==> src/brbf_pkg.sv <==
// shared constants, codes, types and helpers of the byte ring buffer fifo
// no dependencies
package brbf_pkg;

  localparam int CAPACITY     = 1023;
  localparam int MAX_TRANSFER = 64;
  localparam int SLOTS        = CAPACITY + 1;
  localparam int POS_W        = $clog2(SLOTS);
  localparam int OP_W         = 3;
  localparam int LEN_W        = 7;
  localparam int DATA_W       = 8;
  localparam int ST_W         = 2;
  localparam int COUNT_W      = 10;
  localparam int SUM_W        = ((POS_W > LEN_W) ? POS_W : LEN_W) + 1;
  localparam int CQ_DEPTH     = 4;
  localparam int CQ_AW        = $clog2(CQ_DEPTH);
  localparam int CQ_CW        = $clog2(CQ_DEPTH + 1);
  localparam int OQ_DEPTH     = 4;
  localparam int OQ_AW        = $clog2(OQ_DEPTH);
  localparam int OQ_CW        = $clog2(OQ_DEPTH + 1);

  localparam logic [OP_W-1:0] OP_PUT    = 3'd0;
  localparam logic [OP_W-1:0] OP_DATA   = 3'd1;
  localparam logic [OP_W-1:0] OP_GET    = 3'd2;
  localparam logic [OP_W-1:0] OP_PEEK   = 3'd3;
  localparam logic [OP_W-1:0] OP_CLEAR  = 3'd4;
  localparam logic [OP_W-1:0] OP_STATUS = 3'd5;

  localparam logic [ST_W-1:0] ST_ACCEPTED  = 2'd0;
  localparam logic [ST_W-1:0] ST_REJECTED  = 2'd1;
  localparam logic [ST_W-1:0] ST_DELIVERED = 2'd2;
  localparam logic [ST_W-1:0] ST_DROPPED   = 2'd3;

  localparam logic [1:0] K_SINGLE = 2'd0;
  localparam logic [1:0] K_WRITE  = 2'd1;
  localparam logic [1:0] K_READ   = 2'd2;

  typedef logic [POS_W-1:0] pos_t;

  typedef struct packed {
    logic [1:0]        kind;
    logic [ST_W-1:0]   status;
    pos_t              addr;
    logic [LEN_W-1:0]  len;
    logic [DATA_W-1:0] data;
    pos_t              used;
    pos_t              free;
  } cmd_t;

  typedef struct packed {
    logic [ST_W-1:0]    status;
    logic [DATA_W-1:0]  data;
    logic               last;
    logic [COUNT_W-1:0] used;
    logic [COUNT_W-1:0] free;
  } result_t;

  function automatic pos_t pos_inc(input pos_t p);
    if (p == POS_W'(SLOTS - 1)) begin
      return '0;
    end
    return p + 1'b1;
  endfunction

  function automatic logic [COUNT_W-1:0] to_count(input pos_t p);
    logic [31:0] w;
    w = 32'(p);
    return w[COUNT_W-1:0];
  endfunction

endpackage

==> src/brbf_cmd_fifo.sv <==
// short command queue between front and back end
// uses brbf_pkg for the command type and depth
module brbf_cmd_fifo (
  input  logic           clk,
  input  logic           rst,
  input  logic           push,
  input  brbf_pkg::cmd_t push_cmd,
  output logic           full,
  input  logic           pop,
  output logic           valid,
  output brbf_pkg::cmd_t head_cmd
);

  brbf_pkg::cmd_t entries [brbf_pkg::CQ_DEPTH];
  logic [brbf_pkg::CQ_AW-1:0] head, tail;
  logic [brbf_pkg::CQ_CW-1:0] count;
  logic do_push, do_pop;

  assign full     = count == brbf_pkg::CQ_CW'(brbf_pkg::CQ_DEPTH);
  assign valid    = count != '0;
  assign do_push  = push & ~full;
  assign do_pop   = pop & valid;
  assign head_cmd = entries[head];

  always_ff @(posedge clk) begin
    if (do_push) begin
      entries[tail] <= push_cmd;
    end
  end

  always_ff @(posedge clk) begin
    if (rst) begin
      head  <= '0;
      tail  <= '0;
      count <= '0;
    end else begin
      if (do_push) begin
        tail <= (tail == brbf_pkg::CQ_AW'(brbf_pkg::CQ_DEPTH - 1)) ? '0 : tail + 1'b1;
      end
      if (do_pop) begin
        head <= (head == brbf_pkg::CQ_AW'(brbf_pkg::CQ_DEPTH - 1)) ? '0 : head + 1'b1;
      end
      count <= count + brbf_pkg::CQ_CW'(do_push) - brbf_pkg::CQ_CW'(do_pop);
    end
  end

endmodule

==> config.mk <==
export PLATFORM = sky130hd
export DESIGN_NAME = brbf_cmd_fifo
export DESIGN_NICKNAME = d
export VERILOG_FILES = /design/src/brbf_pkg.sv /design/src/brbf_cmd_fifo.sv
export SDC_FILE = /design/constraint.sdc
export NUM_CORES = 1
export LEC_CHECK = 0
export BUFFER_PORTS_ARGS = -buffer_cell sky130_fd_sc_hd__buf_4
export CAP_MARGIN = 20
export CORE_MARGIN = 4
export CORE_UTILIZATION = 40
export CTS_BUF_LIST = sky130_fd_sc_hd__clkbuf_2
export CTS_CLUSTER_DIAMETER = 120
export DETAILED_ROUTE_END_ITERATION = 7
export PLACE_DENSITY = 0.65
export SETUP_SLACK_MARGIN = 0.4
export SLEW_MARGIN = 40
export SYNTH_ARGS = -nofsm -noshare
export SYNTH_HDL_FRONTEND = slang
export SYNTH_SLANG_ARGS = --single-unit
export TNS_END_PERCENT = 10
==> constraint.sdc <==
create_clock -name clk -period 5.6 [get_ports clk]
set_input_delay 0.56 -clock clk [delete_from_list [all_inputs] [get_ports clk]]
set_output_delay 0.56 -clock clk [all_outputs]
set_load 0.01 [all_outputs]
**After elaboration in Yosys (flattened, before gate mapping)**

Memory sizes are Yosys's and may differ from the RTL's. A register that Yosys moved wholly into a read port is not among the register bits.
Index checks and enable logic that the tools add are counted.

- Register bits: 7
- RAM bits: 196
- Output and inout bits: 51
- Memories kept: 1

- Add/subtract/negate cells: 4
- Equality and inequality tests: 3
- Multiplexer cells: 6
- Bitwise gates (word level): 3
- Reductions and logical operators: 1

Memories:

| name | depth | width | rd ports | clocked after memory_dff | write ports | line | text |
|---|---|---|---|---|---|---|---|
| entries | 4 | 49 | 1 | 1 | 1 | brbf_cmd_fifo.sv:14 | `brbf_pkg::cmd_t entries [brbf_pkg::CQ_DEPTH];` |

Operators with widths:

| cell | count |
|---|---|
| 2-to-1 mux 2 bit | 4 |
| adder 2 x 1 -> 2 bit (second input constant) | 2 |
| equality test 2 bit (second input constant) | 2 |
| adder 3 x 1 -> 3 bit | 1 |
| equality test 3 bit (second input constant) | 1 |
| nonzero test 3 bit | 1 |
| subtractor 3 x 1 -> 3 bit | 1 |
| AND 1 bit | 2 |
| 2-to-1 mux 1 bit | 2 |
| NOT 1 bit | 1 |

**Longest topological paths before layout**

- Word-level depth: 5
- Depth in mapped cells: 12
- Depth with buffers taken out: 11

**Worst setup path after synthesis**

Ideal clock, no wire load.

- Path type: flip-flop to flip-flop
- From: register count[1] (netlist bit)
- To: register count[2] (netlist bit)
- Arrival: 2.236 ns
- Data required time: 5.522 ns
- Slack: 3.287 ns
- Cell stages (with the launch flop): 13
- Clock period less this slack: 2.313 ns
- Cell sequence: dfxtp_1 -> or3b_1 -> buf_6 -> and2_4 -> inv_1 -> ha_1 -> inv_1 -> ha_1 -> inv_1 -> fa_1 -> xor2_1 -> and2_1 -> nor3_1

- Longest elaborated chain between the ends: 5
- Elaborated cells between the ends (all ways): 7
- Those cells by class: 2 x add/sub; 1 x eq/ne; 3 x bitwise; 1 x reduce/logical

Ends and longest elaborated chain:

| element | line | text |
|---|---|---|
| start, declared | brbf_cmd_fifo.sv:16 | `logic [brbf_pkg::CQ_CW-1:0] count;` |
| start signal, assigned | brbf_cmd_fifo.sv:43 | `count <= count + brbf_pkg::CQ_CW'(do_push) - brbf_pkg::CQ_CW'(do_pop);` |
| equality test 3 bit | brbf_cmd_fifo.sv:19 | `assign full = count == brbf_pkg::CQ_CW'(brbf_pkg::CQ_DEPTH);` |
| NOT 1 bit | brbf_cmd_fifo.sv:21 | `assign do_push = push & ~full;` |
| AND 1 bit | brbf_cmd_fifo.sv:21 |  |
| adder 3 x 1 -> 3 bit | brbf_cmd_fifo.sv:43 |  |
| subtractor 3 x 1 -> 3 bit (*) | brbf_cmd_fifo.sv:43 |  |

Every way passes the cells marked *; elsewhere a longest branch is shown, timed or not.
A chain may end at the register's enable or synchronous reset.

==> impl_metrics.ini <==
[timing]
final-setup-viol-count = 0
max_slew_margin_pct = 49.23
rsz0062_at_grt = false
min_period_over_period_pct = 49.85
layout_min_cycle_time_ps = 2792
tns_ps = 0
max_freq_mhz = 358.2
fin_skew_ps = 28.34
slew_viol_final = 0
finalHoldViolCount = 0
tightest_slew_ps = 761.5

[setup_path]
path_class = register to output pin
crit_family = buffers and inverters
r2r_cells = 11
critPathSlowestCell = buf_4
cp.arrival_ps = 2230
cp_num_cells = 3
crit_fanout = 49
critical_path_buf_inv_count = 2
cp.required_ps = 5040
start_kind = register
crit_end = head_cmd[48]
r2r_end = count[2]$_SDFF_PP0_
worstReg2RegStart = count[1]$_SDFF_PP0_
cpMostUsedCell = buf_4
r2r_slack_ps = 3110
crit_path_cell_trace = buf_4 > mux4_2 > buf_4
critPathMaxStageDelay_ps = 590
cp-end-kind = output pin

[floorplanning]
coreArea_um2 = 18640
num_io_pins = 104
die_w_um = 145.5
die_y_um = 145.5
rows = 50
design.die.area_um2 = 21170
start_util_pct = 40.56

[route]
viasPerCell = 4.841
drc = 0
post_drt_wl_per_cell_um = 18.00
drt_iter0_markers = 176
ant_nets = 0
wl_um = 14110
dr.pass1.iters = 4
route.vias.total = 3795

[outcome]
status = completed

[grt]
grt_pass1_vias = 4408
grt_pass1_wl_um = 23020
track_usage_pct = 13.72
gr-total-overflow = 0
grt_max_degree = 50
antenna_found_initial = 1

[clock_network]
cts_max_path_buffers = 3
htreeDepth = 2
clkTransAtPathRegs_ps = 110
clock_latency_ps = 740
cts_sinks = 205
cts_tree = built
cts-root-buf = clkbuf_2
cts_buffers = 54

[synth]
synth_xor_area_share_pct = 0.1158
synth.area.top_cells = edfxtp_1 78%, mux4_2 15%, dfxtp_1 2.4%
yosysTopAreaCellShare_pct = 77.84
synth-compound-area-share_pct = 0.4964
ys_ff_latch = 205
yosys-top-cells-count = 196 x edfxtp_1, 49 x mux4_2, 9 x dfxtp_1
synth_edf_count = 196
ys_seq_area_share_pct = 80.23
synth_top_family_by_area = multiplexers
yosysTopAreaCell = edfxtp_1
synthFlopType = edfxtp_1
synthesis.instances = 307
avgSynthCellArea_um2 = 24.63
syn-num-nets = 368
yosys.area_share.adder_pct = 1.423
yosysUniqueCellTypes = 28
netlist_area_um2 = 7561
synth-simple-area-share_pct = 1.440
ys_warn_count = 0
async_flop_share_pct = 0
yosysMostFrequentCell = edfxtp_1
muxShareOfSynthArea_pct = 14.73

[layout]
drive_gt1_share_pct = 46.45
fillers = 1543
fin_area_um2 = 9585
area_growth_pct = 26.77
nets = 571

[min_path]
worst_hold_path_type = primary input to register

[power_and_ir_drop]
leakagePower_nw = 3.422
irDropWorstVdd_v = 0.0003130
power.density_nw_per_um2 = 404.3

[flow_run]
maxCapViolations = 0

[placement]
place_congestion = 0.6709
port_buffers = 103
place_area_um2 = 8617
hpwl_um = 7886
cells by family after synthesis:
logic type | after synthesis
AOI/OAI and AO/OA | 5
xor gates and xnor gates | 1
adders and majority gates | 8
buffers and inverters | 20
DFF | 205
muxes | 50
and+or+nand+nor | 18
power breakdown:
group	internal [mW]	switching, mW	total, mW
Sequential	1.88	0.0524	1.93
Clock	0.393	0.557	0.950
Combinational	0.532	0.466	0.998
Total	2.80	1.07	3.88
routing by layer:
| layer | global-route usage [%] | share of wire [%] | up-vias |
|---|---|---|---|
| li1 | - | - | 1741 |
| met1 | 16.92 | 42 | 1917 |
| met2 | 22.69 | 50 | 116 |
| met3 | 4.578 | 5.8 | 21 |
| met4 | 5.176 | 1.4 | 0 |
| met5 | 0 | 0 | - |
what timing repair did:
| item | 4_1_cts | 5_1_grt |
|---|---|---|
| hold buffers | 50 | 0 |
| buffers inserted | 0 | 0 |
| endpoints found under the hold margin | 204 | 0 |
| resized for setup | 0 | 0 |
| endpoints found under the setup margin | 0 | 0 |
stage by stage:
| step | hold slack [ps] | utilization, % | setup WS, ps | cells | power [mW] |
|---|---|---|---|---|---|
| floorplan | 463.4 | - | 3287 | 307 | 2.527 |
| global placement | 460.1 | 46.01 | 3105 | 636 | 2.919 |
| detailed placement | 512.5 | 46.22 | 3070 | 638 | 2.965 |
| CTS | 6.175 | 51.40 | 2663 | 783 | 3.966 |
| global route | 20.24 | 51.42 | 2621 | 784 | 4.130 |
| finish | 112.0 | 51.42 | 2808 | 784 | 3.875 |
registers in the layout, summed over array words and instances (netlist names), named ones only:
register / cells
tail: 2
head: 2
count: 3
entries: 196
worst min-delay path by stage:
stage	to	cells past startpoint	startpoint
global route	tail[1]$_SDFFE_PP0P_	3	push
CTS	tail[0]$_SDFFE_PP0P_	3	push
detailed placement	register	2	head[0]$_SDFFE_PP0N_
finish	tail[0]$_SDFFE_PP0P_	3	push
floorplan	register	2	head[0]$_SDFFE_PP0N_
global placement	register	2	head[0]$_SDFFE_PP0N_
worst reg2reg max path: stages (launching register included):
cell and delay (ps):
dfxtp_1 370, or3b_1 530, and2_4 220, inv_1 50, ha_1 220, inv_1 60
ha_1 120, inv_1 40, fa_1 370, xor2_1 170, and2_1 160, nor3_1 110
cells in the final DEF, fill, tap and decap left out, types with 3 or more instances in the layout:
master / synthesis / final
edfxtp_1: 196 / 196
buf_4: 3 / 108
clkbuf_2: 0 / 84
dlygate4sd3_1: 0 / 50
mux4_2: 49 / 49
clkinv_1: 0 / 8
inv_1: 7 / 7
ha_1: 7 / 7
dfxtp_1: 9 / 7
and3_2: 4 / 4
nor2_1: 3 / 3
clkinv_2: 0 / 3
cell type report:
| cell class | instances | area (um^2) | area share [%] |
|---|---|---|---|
| Sequential cell | 205 | 6071 | 63.33 |
| Multi-Input combinational cell | 82 | 1376 | 14.36 |
| Timing Repair Buffer | 160 | 1351 | 14.10 |
| Clock buffer | 84 | 420.4 | 4.386 |
| Tap cell | 234 | 292.8 | 3.054 |
| Clock inverter | 11 | 45.04 | 0.4699 |
| Inverter | 7 | 26.28 | 0.2741 |
| Antenna cell | 1 | 2.502 | 0.02611 |
Power figures use the tool's default switching activity.
