==> config.mk <==
export PLATFORM = sky130hd
export DESIGN_NAME = brbf_front
export DESIGN_NICKNAME = d
export VERILOG_FILES = /design/src/brbf_pkg.sv /design/src/brbf_front.sv
export SDC_FILE = /design/constraint.sdc
export NUM_CORES = 1
export LEC_CHECK = 0
export ABC_AREA = 1
export BUFFER_PORTS_ARGS = -buffer_cell sky130_fd_sc_hd__buf_4
export CAP_MARGIN = 20
export CORE_MARGIN = 1.5
export CORE_UTILIZATION = 33
export CTS_CLUSTER_DIAMETER = 60
export CTS_CLUSTER_SIZE = 40
export DETAILED_ROUTE_END_ITERATION = 16
export GPL_ROUTABILITY_DRIVEN = 0
export PLACE_DENSITY = 0.53
export RECOVER_POWER = 50
export SLEW_MARGIN = 15
export SYNTH_ARGS = -nofsm -noshare
export SYNTH_HDL_FRONTEND = slang
export SYNTH_SLANG_ARGS = --single-unit
==> constraint.sdc <==
create_clock -name clk -period 7 [get_ports clk]
set_input_delay 0.35 -clock clk [delete_from_list [all_inputs] [get_ports clk]]
set_output_delay 0.35 -clock clk [all_outputs]
set_load 0.1 [all_outputs]
==> src/brbf_pkg.sv <==
// shared constants, codes, types and helpers of the byte ring buffer fifo
// no dependencies
package brbf_pkg;

  localparam int CAPACITY     = 1023;
  localparam int MAX_TRANSFER = 64;
  localparam int SLOTS        = CAPACITY + 1;
  localparam int POS_W        = $clog2(SLOTS);
  localparam int OP_W         = 3;
  localparam int LEN_W        = 7;
  localparam int DATA_W       = 8;
  localparam int ST_W         = 2;
  localparam int COUNT_W      = 10;
  localparam int SUM_W        = ((POS_W > LEN_W) ? POS_W : LEN_W) + 1;
  localparam int CQ_DEPTH     = 4;
  localparam int CQ_AW        = $clog2(CQ_DEPTH);
  localparam int CQ_CW        = $clog2(CQ_DEPTH + 1);
  localparam int OQ_DEPTH     = 4;
  localparam int OQ_AW        = $clog2(OQ_DEPTH);
  localparam int OQ_CW        = $clog2(OQ_DEPTH + 1);

  localparam logic [OP_W-1:0] OP_PUT    = 3'd0;
  localparam logic [OP_W-1:0] OP_DATA   = 3'd1;
  localparam logic [OP_W-1:0] OP_GET    = 3'd2;
  localparam logic [OP_W-1:0] OP_PEEK   = 3'd3;
  localparam logic [OP_W-1:0] OP_CLEAR  = 3'd4;
  localparam logic [OP_W-1:0] OP_STATUS = 3'd5;

  localparam logic [ST_W-1:0] ST_ACCEPTED  = 2'd0;
  localparam logic [ST_W-1:0] ST_REJECTED  = 2'd1;
  localparam logic [ST_W-1:0] ST_DELIVERED = 2'd2;
  localparam logic [ST_W-1:0] ST_DROPPED   = 2'd3;

  localparam logic [1:0] K_SINGLE = 2'd0;
  localparam logic [1:0] K_WRITE  = 2'd1;
  localparam logic [1:0] K_READ   = 2'd2;

  typedef logic [POS_W-1:0] pos_t;

  typedef struct packed {
    logic [1:0]        kind;
    logic [ST_W-1:0]   status;
    pos_t              addr;
    logic [LEN_W-1:0]  len;
    logic [DATA_W-1:0] data;
    pos_t              used;
    pos_t              free;
  } cmd_t;

  typedef struct packed {
    logic [ST_W-1:0]    status;
    logic [DATA_W-1:0]  data;
    logic               last;
    logic [COUNT_W-1:0] used;
    logic [COUNT_W-1:0] free;
  } result_t;

  function automatic pos_t pos_inc(input pos_t p);
    if (p == POS_W'(SLOTS - 1)) begin
      return '0;
    end
    return p + 1'b1;
  endfunction

  function automatic logic [COUNT_W-1:0] to_count(input pos_t p);
    logic [31:0] w;
    w = 32'(p);
    return w[COUNT_W-1:0];
  endfunction

endpackage

==> src/brbf_front.sv <==
// front end: accepts items, keeps positions and put bookkeeping, classifies
// each item into a command for the back end; uses brbf_pkg
module brbf_front (
  input  logic                           clk,
  input  logic                           rst,
  input  logic                           push,
  output logic                           full,
  input  logic [brbf_pkg::OP_W-1:0]      opcode,
  input  logic [brbf_pkg::LEN_W-1:0]     length,
  input  logic [brbf_pkg::DATA_W-1:0]    data_in,
  output logic                           cq_push,
  output brbf_pkg::cmd_t                 cq_cmd,
  input  logic                           cq_full
);

  brbf_pkg::pos_t wp, wp_next, rp, rp_next;
  logic [brbf_pkg::LEN_W-1:0] expected, expected_next;
  logic dropping, dropping_next;

  brbf_pkg::pos_t held, room;
  logic [brbf_pkg::SUM_W-1:0] held_sum, len_ext, held_ext, room_ext, rp_sum;
  brbf_pkg::pos_t rp_adv;
  logic too_long, accept;

  assign full    = cq_full;
  assign accept  = push & ~cq_full;
  assign cq_push = accept;

  always_comb begin
    held_sum = brbf_pkg::SUM_W'(wp) - brbf_pkg::SUM_W'(rp);
    if (wp < rp) begin
      held_sum = held_sum + brbf_pkg::SUM_W'(brbf_pkg::SLOTS);
    end
    held     = held_sum[brbf_pkg::POS_W-1:0];
    room     = brbf_pkg::POS_W'(brbf_pkg::CAPACITY) - held;
    len_ext  = brbf_pkg::SUM_W'(length);
    held_ext = brbf_pkg::SUM_W'(held);
    room_ext = brbf_pkg::SUM_W'(room);
    too_long = length > brbf_pkg::LEN_W'(brbf_pkg::MAX_TRANSFER);
    // read position after a get, wrapped once at most
    rp_sum = brbf_pkg::SUM_W'(rp) + len_ext;
    if (rp_sum >= brbf_pkg::SUM_W'(brbf_pkg::SLOTS)) begin
      rp_sum = rp_sum - brbf_pkg::SUM_W'(brbf_pkg::SLOTS);
    end
    rp_adv = rp_sum[brbf_pkg::POS_W-1:0];
  end

  always_comb begin
    wp_next       = wp;
    rp_next       = rp;
    expected_next = expected;
    dropping_next = dropping;
    cq_cmd.kind   = brbf_pkg::K_SINGLE;
    cq_cmd.status = brbf_pkg::ST_REJECTED;
    cq_cmd.addr   = wp;
    cq_cmd.len    = length;
    cq_cmd.data   = data_in;
    cq_cmd.used   = held;
    cq_cmd.free   = room;
    case (opcode)
      brbf_pkg::OP_PUT: begin
        expected_next = length;
        if (!too_long && len_ext <= room_ext) begin
          dropping_next = 1'b0;
          cq_cmd.status = brbf_pkg::ST_ACCEPTED;
        end else begin
          dropping_next = 1'b1;
        end
      end
      brbf_pkg::OP_DATA: begin
        cq_cmd.status = brbf_pkg::ST_DROPPED;
        if (expected == '0) begin
          dropping_next = 1'b0;
        end else begin
          expected_next = expected - 1'b1;
          if (!dropping && held != brbf_pkg::POS_W'(brbf_pkg::CAPACITY)) begin
            cq_cmd.kind   = brbf_pkg::K_WRITE;
            cq_cmd.status = brbf_pkg::ST_ACCEPTED;
            wp_next       = brbf_pkg::pos_inc(wp);
            cq_cmd.used   = held + 1'b1;
            cq_cmd.free   = room - 1'b1;
          end
          if (expected == brbf_pkg::LEN_W'(1)) begin
            dropping_next = 1'b0;
          end
        end
      end
      brbf_pkg::OP_GET, brbf_pkg::OP_PEEK: begin
        if (too_long || len_ext > held_ext) begin
          cq_cmd.status = brbf_pkg::ST_REJECTED;
        end else if (length == '0) begin
          cq_cmd.status = brbf_pkg::ST_ACCEPTED;
        end else begin
          cq_cmd.kind   = brbf_pkg::K_READ;
          cq_cmd.status = brbf_pkg::ST_DELIVERED;
          cq_cmd.addr   = rp;
          if (opcode == brbf_pkg::OP_GET) begin
            rp_next     = rp_adv;
            cq_cmd.used = held - brbf_pkg::POS_W'(length);
            cq_cmd.free = room + brbf_pkg::POS_W'(length);
          end
        end
      end
      brbf_pkg::OP_CLEAR: begin
        wp_next       = '0;
        rp_next       = '0;
        expected_next = '0;
        dropping_next = 1'b0;
        cq_cmd.status = brbf_pkg::ST_ACCEPTED;
        cq_cmd.used   = '0;
        cq_cmd.free   = brbf_pkg::POS_W'(brbf_pkg::CAPACITY);
      end
      brbf_pkg::OP_STATUS: begin
        cq_cmd.status = brbf_pkg::ST_ACCEPTED;
      end
      default: begin
        cq_cmd.status = brbf_pkg::ST_REJECTED;
      end
    endcase
  end

  always_ff @(posedge clk) begin
    if (rst) begin
      wp       <= '0;
      rp       <= '0;
      expected <= '0;
      dropping <= 1'b0;
    end else if (accept) begin
      wp       <= wp_next;
      rp       <= rp_next;
      expected <= expected_next;
      dropping <= dropping_next;
    end
  end

endmodule

### After elaboration in Yosys (flattened, before gate mapping)

Cells that the tools add are included.

* flip-flop bits (word level): 28
* bits in latches: 0
* memory bits (writable): 0
* bits in read-only memories: 0
* input port bits: 22
* output and inout bits: 51
* word-level logic and storage cells: 91
* memories kept: 0

* add/subtract/negate cells: 11
* multiply operators: 0
* divide/modulo/power cells: 0
* magnitude comparators: 5
* equal/unequal tests: 14
* shift operators: 0
* mux-type cells: 38
* bitwise operators: 2
* reductions and logical operators: 17

Operator list (count)
* $mux 10: 12
* $mux 20: 5
* $pmux 20 s3: 1
* $pmux 10 s2: 2
* $add 10x1->10 const B: 3
* $pmux 7 s3: 1
* $sub 10x1->10 const B: 2
* $logic_not 7->1: 2
* $add 10x7->11: 1
* $ge 11x11->1 const B: 1
* $add 10x7->10: 1
* $eq 10x10->1 const B: 1
* $gt 7x10->1: 1
* $le 7x10->1: 1
* $lt 10x10->1: 1
* $ne 10x10->1 const B: 1
* $ne 2x2->1 const B: 5
* $sub 10x10->10: 1
* $sub 10x10->10 const A: 1
* $sub 10x7->10: 1
* $mux 1: 8
* $pmux 2 s4: 1
* $eq 7x1->1 const B: 1
* $gt 7x7->1 const B: 1
* other kinds (22): 32

### Longest topological paths before layout

Gate-level depths: netlist of run 1.

* depth in word-level cells: 12
* depth in mapped cells: 25
* mapped depth without buffers: 24

### Worst setup path before layout of run 1

Ideal clock, no wire load.

* path type: register to output
* from: register wp[0]
* to: output port cq_cmd[36] in the netlist's numbering
* data arrival time: 5186 ps
* data required time: 6650 ps
* path slack: 1464 ps
* stages on the path, launching flop included: 19
* path through: dfxtp_1 > inv_1 > ha_1 > inv_1 > fa_1 > xnor2_1 > inv_1 > ha_1 > buf_2 > nand2_1 > nor3_1 > nor2_1 > nor2_1 > a21oi_1 > nand2_2 > nand2_4 > nor3_2 > buf_2 > o21ai_0

RTL lines
* start, declared: RTL line brbf_front.sv:16 `brbf_pkg::pos_t wp, wp_next, rp, rp_next;`
* start signal, assigned: RTL line brbf_front.sv:129 `wp <= wp_next;`
* end, declared: RTL line brbf_front.sv:12 `output brbf_pkg::cmd_t cq_cmd,`

==> results of run 1 <==
power groups by stage:
stage / Clock (mW) / Combinational, mW / Sequential (mW)
floorplan: 0 / 0.585 / 0.170
global placement: 0 / 0.728 / 0.172
detailed placement: 0 / 0.724 / 0.172
CTS: 0.180 / 0.726 / 0.168
global route: 0.183 / 0.775 / 0.169
finish: 0.175 / 0.720 / 0.168
cells by family after synthesis:
| kind of cell | count (synthesis) |
|---|---|
| flip-flops | 28 |
| buffers and inverters | 156 |
| adder cells (fa/ha/maj) | 40 |
| XOR/XNOR | 19 |
| AO/OA/AOI/OAI | 121 |
| AND/OR/NAND/NOR | 418 |
cell type report:
| class | count | area (sq um) |
|---|---|---|
| Fill cell | 1541 | 8350 |
| Multi-Input combinational cell | 598 | 3230 |
| Sequential cell | 28 | 561 |
| Inverter | 125 | 474 |
| Timing Repair Buffer | 59 | 409 |
| Tap cell | 176 | 220 |
| Clock buffer | 3 | 75.1 |
| Clock inverter | 1 | 30.0 |
sequential cells by signal, indices dropped and copies added (netlist names):
signal	flops
dropping	1
expected	7
wp	10
rp	10
synth_stat cells (all sizes together) (2+ instances only):
library cell,number
nand2,245
inv,124
nand3,74
nor2,68
o21ai,51
a21oi,47
ha,37
buf,29
dfxtp,28
xor2,15
nand4,11
nor3,11
o211ai,5
a211oi,4
a31oi,4
xnor2,4
fa,3
nand3b,3
nor4,3
o22ai,3
clkbuf,2
nor3b,2
o21bai,2
per-layer routing:
metal	wire length, um	vias to the layer above
met2	6550	140
met4	435	0
li1	-	2565
met3	776	34
met1	7170	2201
met5	0	-
critical path: cells and delay by family (launching register included):
kind | cells | cell delay [ns]
AO/OA/AOI/OAI | 2 | 0.18
AND/OR/NAND/NOR | 9 | 1.11
XOR/XNOR | 1 | 0.49
adder cells (fa/ha/maj) | 3 | 1.07
flip-flops | 1 | 0.33
buffers and inverters | 5 | 0.96
layout by cell type (no fill, tap or decap), types with 3 or more instances in the layout:
| cell | netlist | final |
|---|---|---|
| nor3_1 | 8 | 9 |
| nand2_4 | 7 | 4 |
| ha_1 | 37 | 37 |
| nand2_2 | 17 | 15 |
| a21oi_1 | 45 | 45 |
| nand3b_1 | 3 | 3 |
| nand3_1 | 71 | 72 |
| dfxtp_1 | 28 | 28 |
| xnor2_1 | 4 | 4 |
| nand4_1 | 11 | 11 |
| o21ai_0 | 47 | 48 |
| nor2_1 | 59 | 61 |
| nand2_1 | 221 | 226 |
| nor2_2 | 7 | 6 |
| xor2_1 | 15 | 15 |
| o22ai_1 | 3 | 3 |
| clkbuf_1 | 2 | 9 |
| o211ai_1 | 5 | 5 |
| inv_2 | 8 | 7 |
| buf_4 | 18 | 50 |
| clkbuf_16 | 0 | 3 |
| inv_1 | 114 | 115 |
| fa_1 | 3 | 3 |
| a31oi_1 | 4 | 4 |
worst paths after layout:
| path | startpoint | depth (start not counted) | slack [ns] | end |
|---|---|---|---|---|
| worst max-delay path | wp[0] | 20 | 2.23 | cq_cmd[11] |
| worst max register to register | wp[0] | 18 | 2.52 | rp[7] |
| worst min register to register | dropping | 2 | 0.48 | dropping |
| worst min-delay path | rst | 2 | 0.34 | dropping |
==> impl_metrics.toml, run 1 <==
[timing]
slew_viol_final = 0
skew_ns = 0.00737
fin_crit_ns = 4.77
rsz0062_at_grt = "false"
relSlewSlack_pct = 22.5
setup_slack_ns = 2.23
worstMarginPinSlew_ns = 1.17
fmax_mhz = 210
setup_tns_ns = 0
post-route-period-util_pct = 68.2
setup_violations = 0
hold_violations = 0
holdWs_ns = 0.340

[cells_and_area]
area_growth_pct = 9.88
layout.nets = 877
drive_gt1_share_pct = 12.7
postLayoutCellArea_sq_mm = 0.00500
final_cells = 990
utilization_pct = 37.4
diodes = 0

[routing]
avgViaCountPerCell = 4.99
ant_nets = 0
drtIter0Drc = 372
drc = 0
wire_per_inst_um = 15.1
drt-total-wl_um = 14900
vias = 4940
drt-pass1-iter-count = 7

[pwr]
swShare_pct = 57.9
power.total_mw = 1.06
internal_power_mw = 0.448
comb_power_share_pct = 67.7
pwr-share-clk_pct = 16.4
power_frac_seq_pct = 15.8
peakVddDrop_mv = 0.0959
powerDensity_mw_per_mm2 = 213
switching_power_mw = 0.615
p_leak_nw = 2.50

[hold_path]
hold_class = "in2reg"

[grt]
grt_use_met1_pct = 28.5
grt.busiest_layer = "met2"
grt.overflow.total = 0
grt_pass1_wl_um = 23600
groute.usage.overall_pct = 20.5
use_met3_pct = 1.51
antenna_found_initial = 0
grt_pass1_vias = 4533
grt_max_degree = 25
grt_util_met2_pct = 33.5

[logic_synthesis]
yosys_warnings = 0
syn_nets = 844
syn_avg_cell_area_sq_um = 5.81
synth_cell_type_count = 47
synthFlopType = "dfxtp_1"
synth_compound_area_share_pct = 15.3
synth-edff-count = 0
synth_top_family_by_area = "simple AND/OR/NAND/NOR gates"
yosysSeqAreaShare_pct = 12.3
synth_area_leaders = "nand2_1, dfxtp_1, ha_1, inv_1, nand3_1"
synthMuxAreaShare_pct = 0
syn_inst = 782
synthAdderAreaFrac_pct = 11.5
yosysTopAreaCell = "nand2_1"
syn_area_sq_mm = 0.00455
async_reset_ff_share_pct = 0
synth-xor-area-share_pct = 3.66
yosys.area.top_type_share_pct = 18.2
synth_seq_cells = 28
yosys.area_share.simple_pct = 41.9

[clock_tree]
cts_made_buffers = 3
post_cts_buffers = 0
cts_sinks = 28
insertion_delay_ns = 0.27
cts-resized-gates = 0
cts.htree.levels = 1
clk_path_buf_depth = 2
root_buffer = "clkbuf_16"
path_clk_slew_ns = 0.07
cts-hold-fix-buffers = 0
cts_tree = "yes"

[die]
die_y_um = 120
die_x_um = 120
core-area_sq_mm = 0.0133
rows = 42
pin_count = 73
initial_utilization_pct = 34.1
dieArea_sq_mm = 0.0145

[placement]
dpl_worst_slack_ns = 2.58
port_buffers = 56
dp.cells = 985
dp_hpwl_um = 12000
dpl_cell_area_sq_mm = 0.00498

[run_status]
run_status = "completed"

[worst_setup_path]
slowest_delay_ns = 0.49
start_kind = "register"
cp.required_ns = 6.65
arrival_ns = 4.42
path_cells = "inv_1 -> ha_1 -> inv_1 -> fa_1 -> xnor2_1 -> inv_1 -> ha_1 -> nand2_1 -> nor3_1 -> nor2_1 -> nor2_1 -> a21oi_1 -> nand2_2 -> nand3_2 -> inv_2 -> nand2_1 -> o211ai_1 -> nand2_1 -> nor2_2 -> buf_4"
end_kind = "output pin"
critPathKind = "reg2out"
crit_fanout = 14
slowest_stage = "xnor2_1"

[job]
max_cap_viol_count = 0
(Power assumes the default switching activity.)
==> run 2: changes to the inputs <==
ABC_AREA = 0   (was 1)
PLACE_DENSITY = 0.54   (was 0.53)
clock period = 4.9 ns   (was 7 ns; I/O delays follow)
==> run 2 against run 1 <==
  * Clock-buffer cell count stayed put
  * Non-clock buffer count is 10 higher
  * Clock power is 41% higher
  * Global-route usage is 0.51 points higher
  * Utilization is 2.0 points higher
  * Via count is 12% lower
  * First-iteration DRC count is 43% lower
  * Worst setup slack worse by 2.0 ns
  * Clock skew is 0.0018 ns higher
  * Sequential power is 39% higher
  * Critical endpoint is now cq_cmd[1]
==> impl_metrics.toml, run 2 <==
[timing]
post-route-period-util_pct = 94.5
slew_viol_final = 0
rsz0062_at_grt = "true"
relSlewSlack_pct = 21.9
fmax_mhz = 216
worstMarginPinSlew_ns = 1.18
skew_ns = 0.00916
hold_violations = 0
setup_violations = 0
fin_crit_ns = 4.63
setup_slack_ns = 0.268

[worst_setup_path]
end_kind = "output pin"
arrival_ns = 4.39
crit_fanout = 7
start_kind = "register"
cp.required_ns = 4.66
critPathKind = "reg2out"

[clock_tree]
cts_sinks = 28
clk_path_buf_depth = 2
cts_tree = "yes"
cts-resized-gates = 0
cts.htree.levels = 1
path_clk_slew_ns = 0.08
post_cts_buffers = 0
cts-hold-fix-buffers = 0
root_buffer = "clkbuf_16"
cts_made_buffers = 3
insertion_delay_ns = 0.27

[die]
core-area_sq_mm = 0.0121
die_x_um = 114
die_y_um = 114
dieArea_sq_mm = 0.0131
initial_utilization_pct = 34.0
rows = 40
pin_count = 73

[logic_synthesis]
syn_area_sq_mm = 0.00410
synthFlopType = "dfxtp_1"
syn_avg_cell_area_sq_um = 7.39
synth-edff-count = 0
synthTopCellsByCount = "nor2_1, a21oi_1, inv_1, nand2_1, ha_1"
syn_inst = 555
synth_seq_cells = 28
yosysSeqAreaShare_pct = 13.7
yosys_warnings = 0
synth_most_common_cell = "nor2_1"
synth_area_leaders = "dfxtp_1, ha_1, a21oi_1, nor2_1, o21ai_0"
async_reset_ff_share_pct = 0
yosys.area.top_type_share_pct = 13.7
yosysTopAreaCell = "dfxtp_1"
synth_cell_type_count = 75
syn_nets = 617

[grt]
grt.overflow.total = 0
grt_max_degree = 17
antenna_found_initial = 0
groute.usage.overall_pct = 21.1
grt_pass1_vias = 4193
grt_pass1_wl_um = 22100

[placement]
port_buffers = 56
dpl_worst_slack_ns = 0.419
dp_hpwl_um = 10900

[run_status]
run_status = "completed"

[cells_and_area]
final_common_cell = "buf_4"
layout.nets = 654
layout_common_cells = "buf_4, nor2_1, a21oi_1, nand2_1"
regArea_sq_um = 561
area_growth_pct = 16.1
multi_input_area_sq_mm = 0.00325
drive_gt1_share_pct = 17.4
diodes = 0
reg_top3 = "rp: 10 flops, wp: 10 flops, expected: 7 flops"
fillers = 1270

[routing]
avgViaCountPerCell = 5.76
drt-pass1-iter-count = 5
drt-total-wl_um = 13700
drtIter0Drc = 212
drc = 0
ant_nets = 0
vias = 4369
wire_per_inst_um = 18.0

[pwr]
powerDensity_mw_per_mm2 = 211
power.total_mw = 1.00
peakVddDrop_mv = 0.197
p_leak_nw = 1.97

[job]
max_cap_viol_count = 0

[hold_path]
hold_class = "in2reg"
-- run 2: path summary, 6_finish.rpt --
check,startpoint,to,slack [ns],cells after the start
min,rst,rp[4],0.28,2
min reg2reg,rp[0],rp[0],0.50,2
max,wp[0],cq_cmd[1],0.27,17
max reg2reg,wp[0],rp[7],0.76,17
-- run 2: where the power goes --
group | internal, mW | total [mW] | switching, mW | leakage [nW]
combinational | 0.145 | 0.523 | 0.378 | 1.69
sequential | 0.230 | 0.234 | 0.00357 | 0.226
clock | 0.163 | 0.247 | 0.0842 | 0.0511
total | 0.538 | 1.00 | 0.466 | 1.97
-- run 2: cell type report --
type,instances,share of cell area [%]
clock inverters,1,0.631
clock buffers,3,1.58
multi-input cells,451,68.3
well taps,168,4.42
inverters,39,3.07
flip-flops and latches,28,11.8
repair buffers,69,10.2
-- run 2: per-layer routing --
layer  share of wire (%)  GRT usage [%]
met1                  46           28.1
met4                 2.3           6.08
met2                  47           35.9
met5                   0              0
met3                 4.8           2.12
-- run 2: through the flow --
| stage | instance area, sq um | utilization (%) | instances | TNS, ns | hold slack (ns) |
|---|---|---|---|---|---|
| 4_1_cts | 4770 | 39.6 | 759 | 0 | 0.274 |
| 5_1_grt | 4760 | 39.5 | 759 | 0 | 0.294 |
| 3_5_place_dp | 4670 | 38.7 | 755 | 0 | 0.487 |
| 6_report | 4760 | 39.5 | 759 | 0 | 0.279 |
| 3_3_place_gp | 4670 | 38.7 | 755 | 0 | 0.483 |
| 2_1_floorplan | 4150 | - | 555 | -0.277 | 0.314 |
-- run 2: kinds of logic after synthesis --
logic type / share of synthesized area [%]
multiplexers: 3.20
buffers and inverters: 8.70
flip-flops: 13.7
XOR/XNOR: 6.77
AO/OA/AOI/OAI: 32.3
AND/OR/NAND/NOR: 22.6
adder cells (fa/ha/maj): 12.8
-- run 2: critical path, stage by stage (launching register included) --
cell      delay [ns]
dfxtp_1         0.34
inv_1           0.11
ha_1            0.17
inv_1           0.05
fa_1            0.45
a21oi_1         0.21
o21ai_0         0.11
a21oi_1         0.23
xor2_2          0.24
inv_2           0.11
ha_1            0.34
a221oi_2        0.36
buf_4           0.20
o41a_1          0.28
a21oi_1         0.10
and2_1          0.21
or3_1           0.35
buf_4           0.24
==> run 3: changes to the inputs <==
==> constraint.sdc (replaced) <==
create_clock -name clk -period 4.9 [get_ports clk]
set_input_delay 0.245 -clock clk [delete_from_list [all_inputs] [get_ports clk]]
set_output_delay 0.245 -clock clk [all_outputs]
set_load 0.02 [all_outputs]
==> run 3 against run 2 <==
  * Clock skew increased by 0.0017 ns
  * Worst setup slack improved by 0.065 ns
  * Non-clock buffer count increased by 1
  * First-iteration DRC count increased by 49%
  * Sequential power about the same
  * Die area unchanged
  * Combinational power decreased by 29%
  * Largest power group unchanged
  * Utilization decreased by 0.50 points
==> impl_metrics.toml, run 3 (same netlist as run 2, synthesis figures left out) <==
[cells_and_area]
postLayoutCellArea_sq_mm = 0.00470
diodes = 0
area_growth_pct = 14.6
drive_gt1_share_pct = 15.7
layout.nets = 655
layout_common_cells = "buf_4, nor2_1, a21oi_1, nand2_1, inv_1"
final_cells = 760
final_common_cell = "buf_4"
utilization_pct = 39.0
reg_top3 = "rp: 10 flops, wp: 10 flops, expected: 7 flops"

[worst_setup_path]
end_kind = "output pin"
critical_path_buf_inv_count = 6
reg2reg_slack_ns = 0.89
cp.required_ns = 4.66
slowest_delay_ns = 0.51
cpLargestDelayFamily = "compound AO/OA/AOI/OAI gates"
arrival_ns = 4.32
start_kind = "register"
critPathKind = "reg2out"
crit_fanout = 7
slowest_stage = "o41a_1"
path_cells = "inv_1 -> ha_1 -> inv_1 -> fa_2 -> a21oi_1 -> o21ai_0 -> a21oi_1 -> xor2_1 -> inv_2 -> ha_1 -> nor3_1 -> a221oi_1 -> buf_4 -> o41a_1 -> buf_4 -> a221oi_1 -> o31ai_1 -> buf_4"
crit_top_cell = "buf_4"

[timing]
fin_crit_ns = 4.57
skew_ns = 0.0109
relSlewSlack_pct = 48.3
worstMarginPinSlew_ns = 0.772
post-route-period-util_pct = 93.2
rsz0062_at_grt = "false"
holdWs_ns = 0.274
hold_violations = 0
slew_viol_final = 0
setup_violations = 0
setup_tns_ns = 0
fmax_mhz = 219

[routing]
ant_nets = 0
drtIter0Drc = 316
avgViaCountPerCell = 5.67
drt-pass1-iter-count = 6
vias = 4309
wire_per_inst_um = 17.7
drc = 0
drt-total-wl_um = 13500

[pwr]
p_leak_nw = 1.94
peakVddDrop_mv = 0.162
powerDensity_mw_per_mm2 = 181

[grt]
grt_pass1_vias = 4131
groute.usage.overall_pct = 20.3
grt_pass1_wl_um = 21300
grt_max_degree = 17
grt.overflow.total = 0
antenna_found_initial = 0

[placement]
dpl_cell_area_sq_mm = 0.00460
port_buffers = 56
dp.cells = 753
dp_hpwl_um = 10700

[die]
core-area_sq_mm = 0.0121
dieArea_sq_mm = 0.0131
pin_count = 73
die_y_um = 114
die_x_um = 114
initial_utilization_pct = 34.0
rows = 40

[clock_tree]
cts_made_buffers = 3
insertion_delay_ns = 0.27
path_clk_slew_ns = 0.08
root_buffer = "clkbuf_16"
clk_path_buf_depth = 2
cts_tree = "yes"
cts_sinks = 28
cts.htree.levels = 1

[hold_path]
hold_class = "in2reg"

[run_status]
run_status = "completed"

[job]
max_cap_viol_count = 0
## run 3: area by class of cell
| type | instances | area [sq um] |
|---|---|---|
| clock buffer | 3 | 75.1 |
| clock inverter | 1 | 30.0 |
| fill | 1278 | 7360 |
| inverter | 39 | 150 |
| multi-input combinational | 451 | 3190 |
| sequential | 28 | 561 |
| tap | 168 | 210 |
| timing repair buffer | 70 | 484 |
## run 3: routing by layer
layer | vias to the layer above | track usage [%] | share of wire, %
met3 | 32 | 2.17 | 6.2
met2 | 154 | 34.8 | 47
met4 | 0 | 5.92 | 2.2
li1 | 2123 | - | -
met5 | - | 0 | 0
met1 | 2000 | 27.0 | 45
## run 3: worst reg2reg max path, delay by kind of cell, from the launching register on
family,cells,cell delay (ns)
adders and majority gates,2,0.84
xor gates and xnor gates,1,0.15
AOI/OAI and AO/OA,5,1.30
DFF,1,0.40
buffers and inverters,5,0.79
and+or+nand+nor,4,0.46
## run 3: final timing paths
| kind | startpoint | end | cells past startpoint |
|---|---|---|---|
| worst min-delay path | rst | rp[6] | 2 |
| worst min register to register | rp[0] | rp[0] | 2 |
| worst max register to register | rp[2] | rp[4] | 17 |
| worst max-delay path | wp[0] | cq_cmd[4] | 18 |
## run 3: timing repair
action                                  4_1_cts  5_1_grt
hold buffers                                  0        0
gates resized for setup                       0        5
setup buffers                                 0        3
endpoints found under the setup margin        0        9
hold endpoints to repair                      0        0
## run 3: stage by stage
| stage | setup WS (ns) | total power [mW] |
|---|---|---|
| 2_1_floorplan | 0.644 | 0.500 |
| 3_5_place_dp | 0.523 | 0.607 |
| 4_1_cts | 0.192 | 0.853 |
| 5_1_grt | 0.0746 | 0.898 |
| 6_report | 0.333 | 0.851 |
| 3_3_place_gp | 0.626 | 0.604 |
## run 3: power by group
group	leakage [nW]	switching (mW)	total (mW)	internal, mW
clock	0.0511	0.0820	0.245	0.163
sequential	0.226	0.00344	0.234	0.231
combinational	1.67	0.230	0.372	0.142
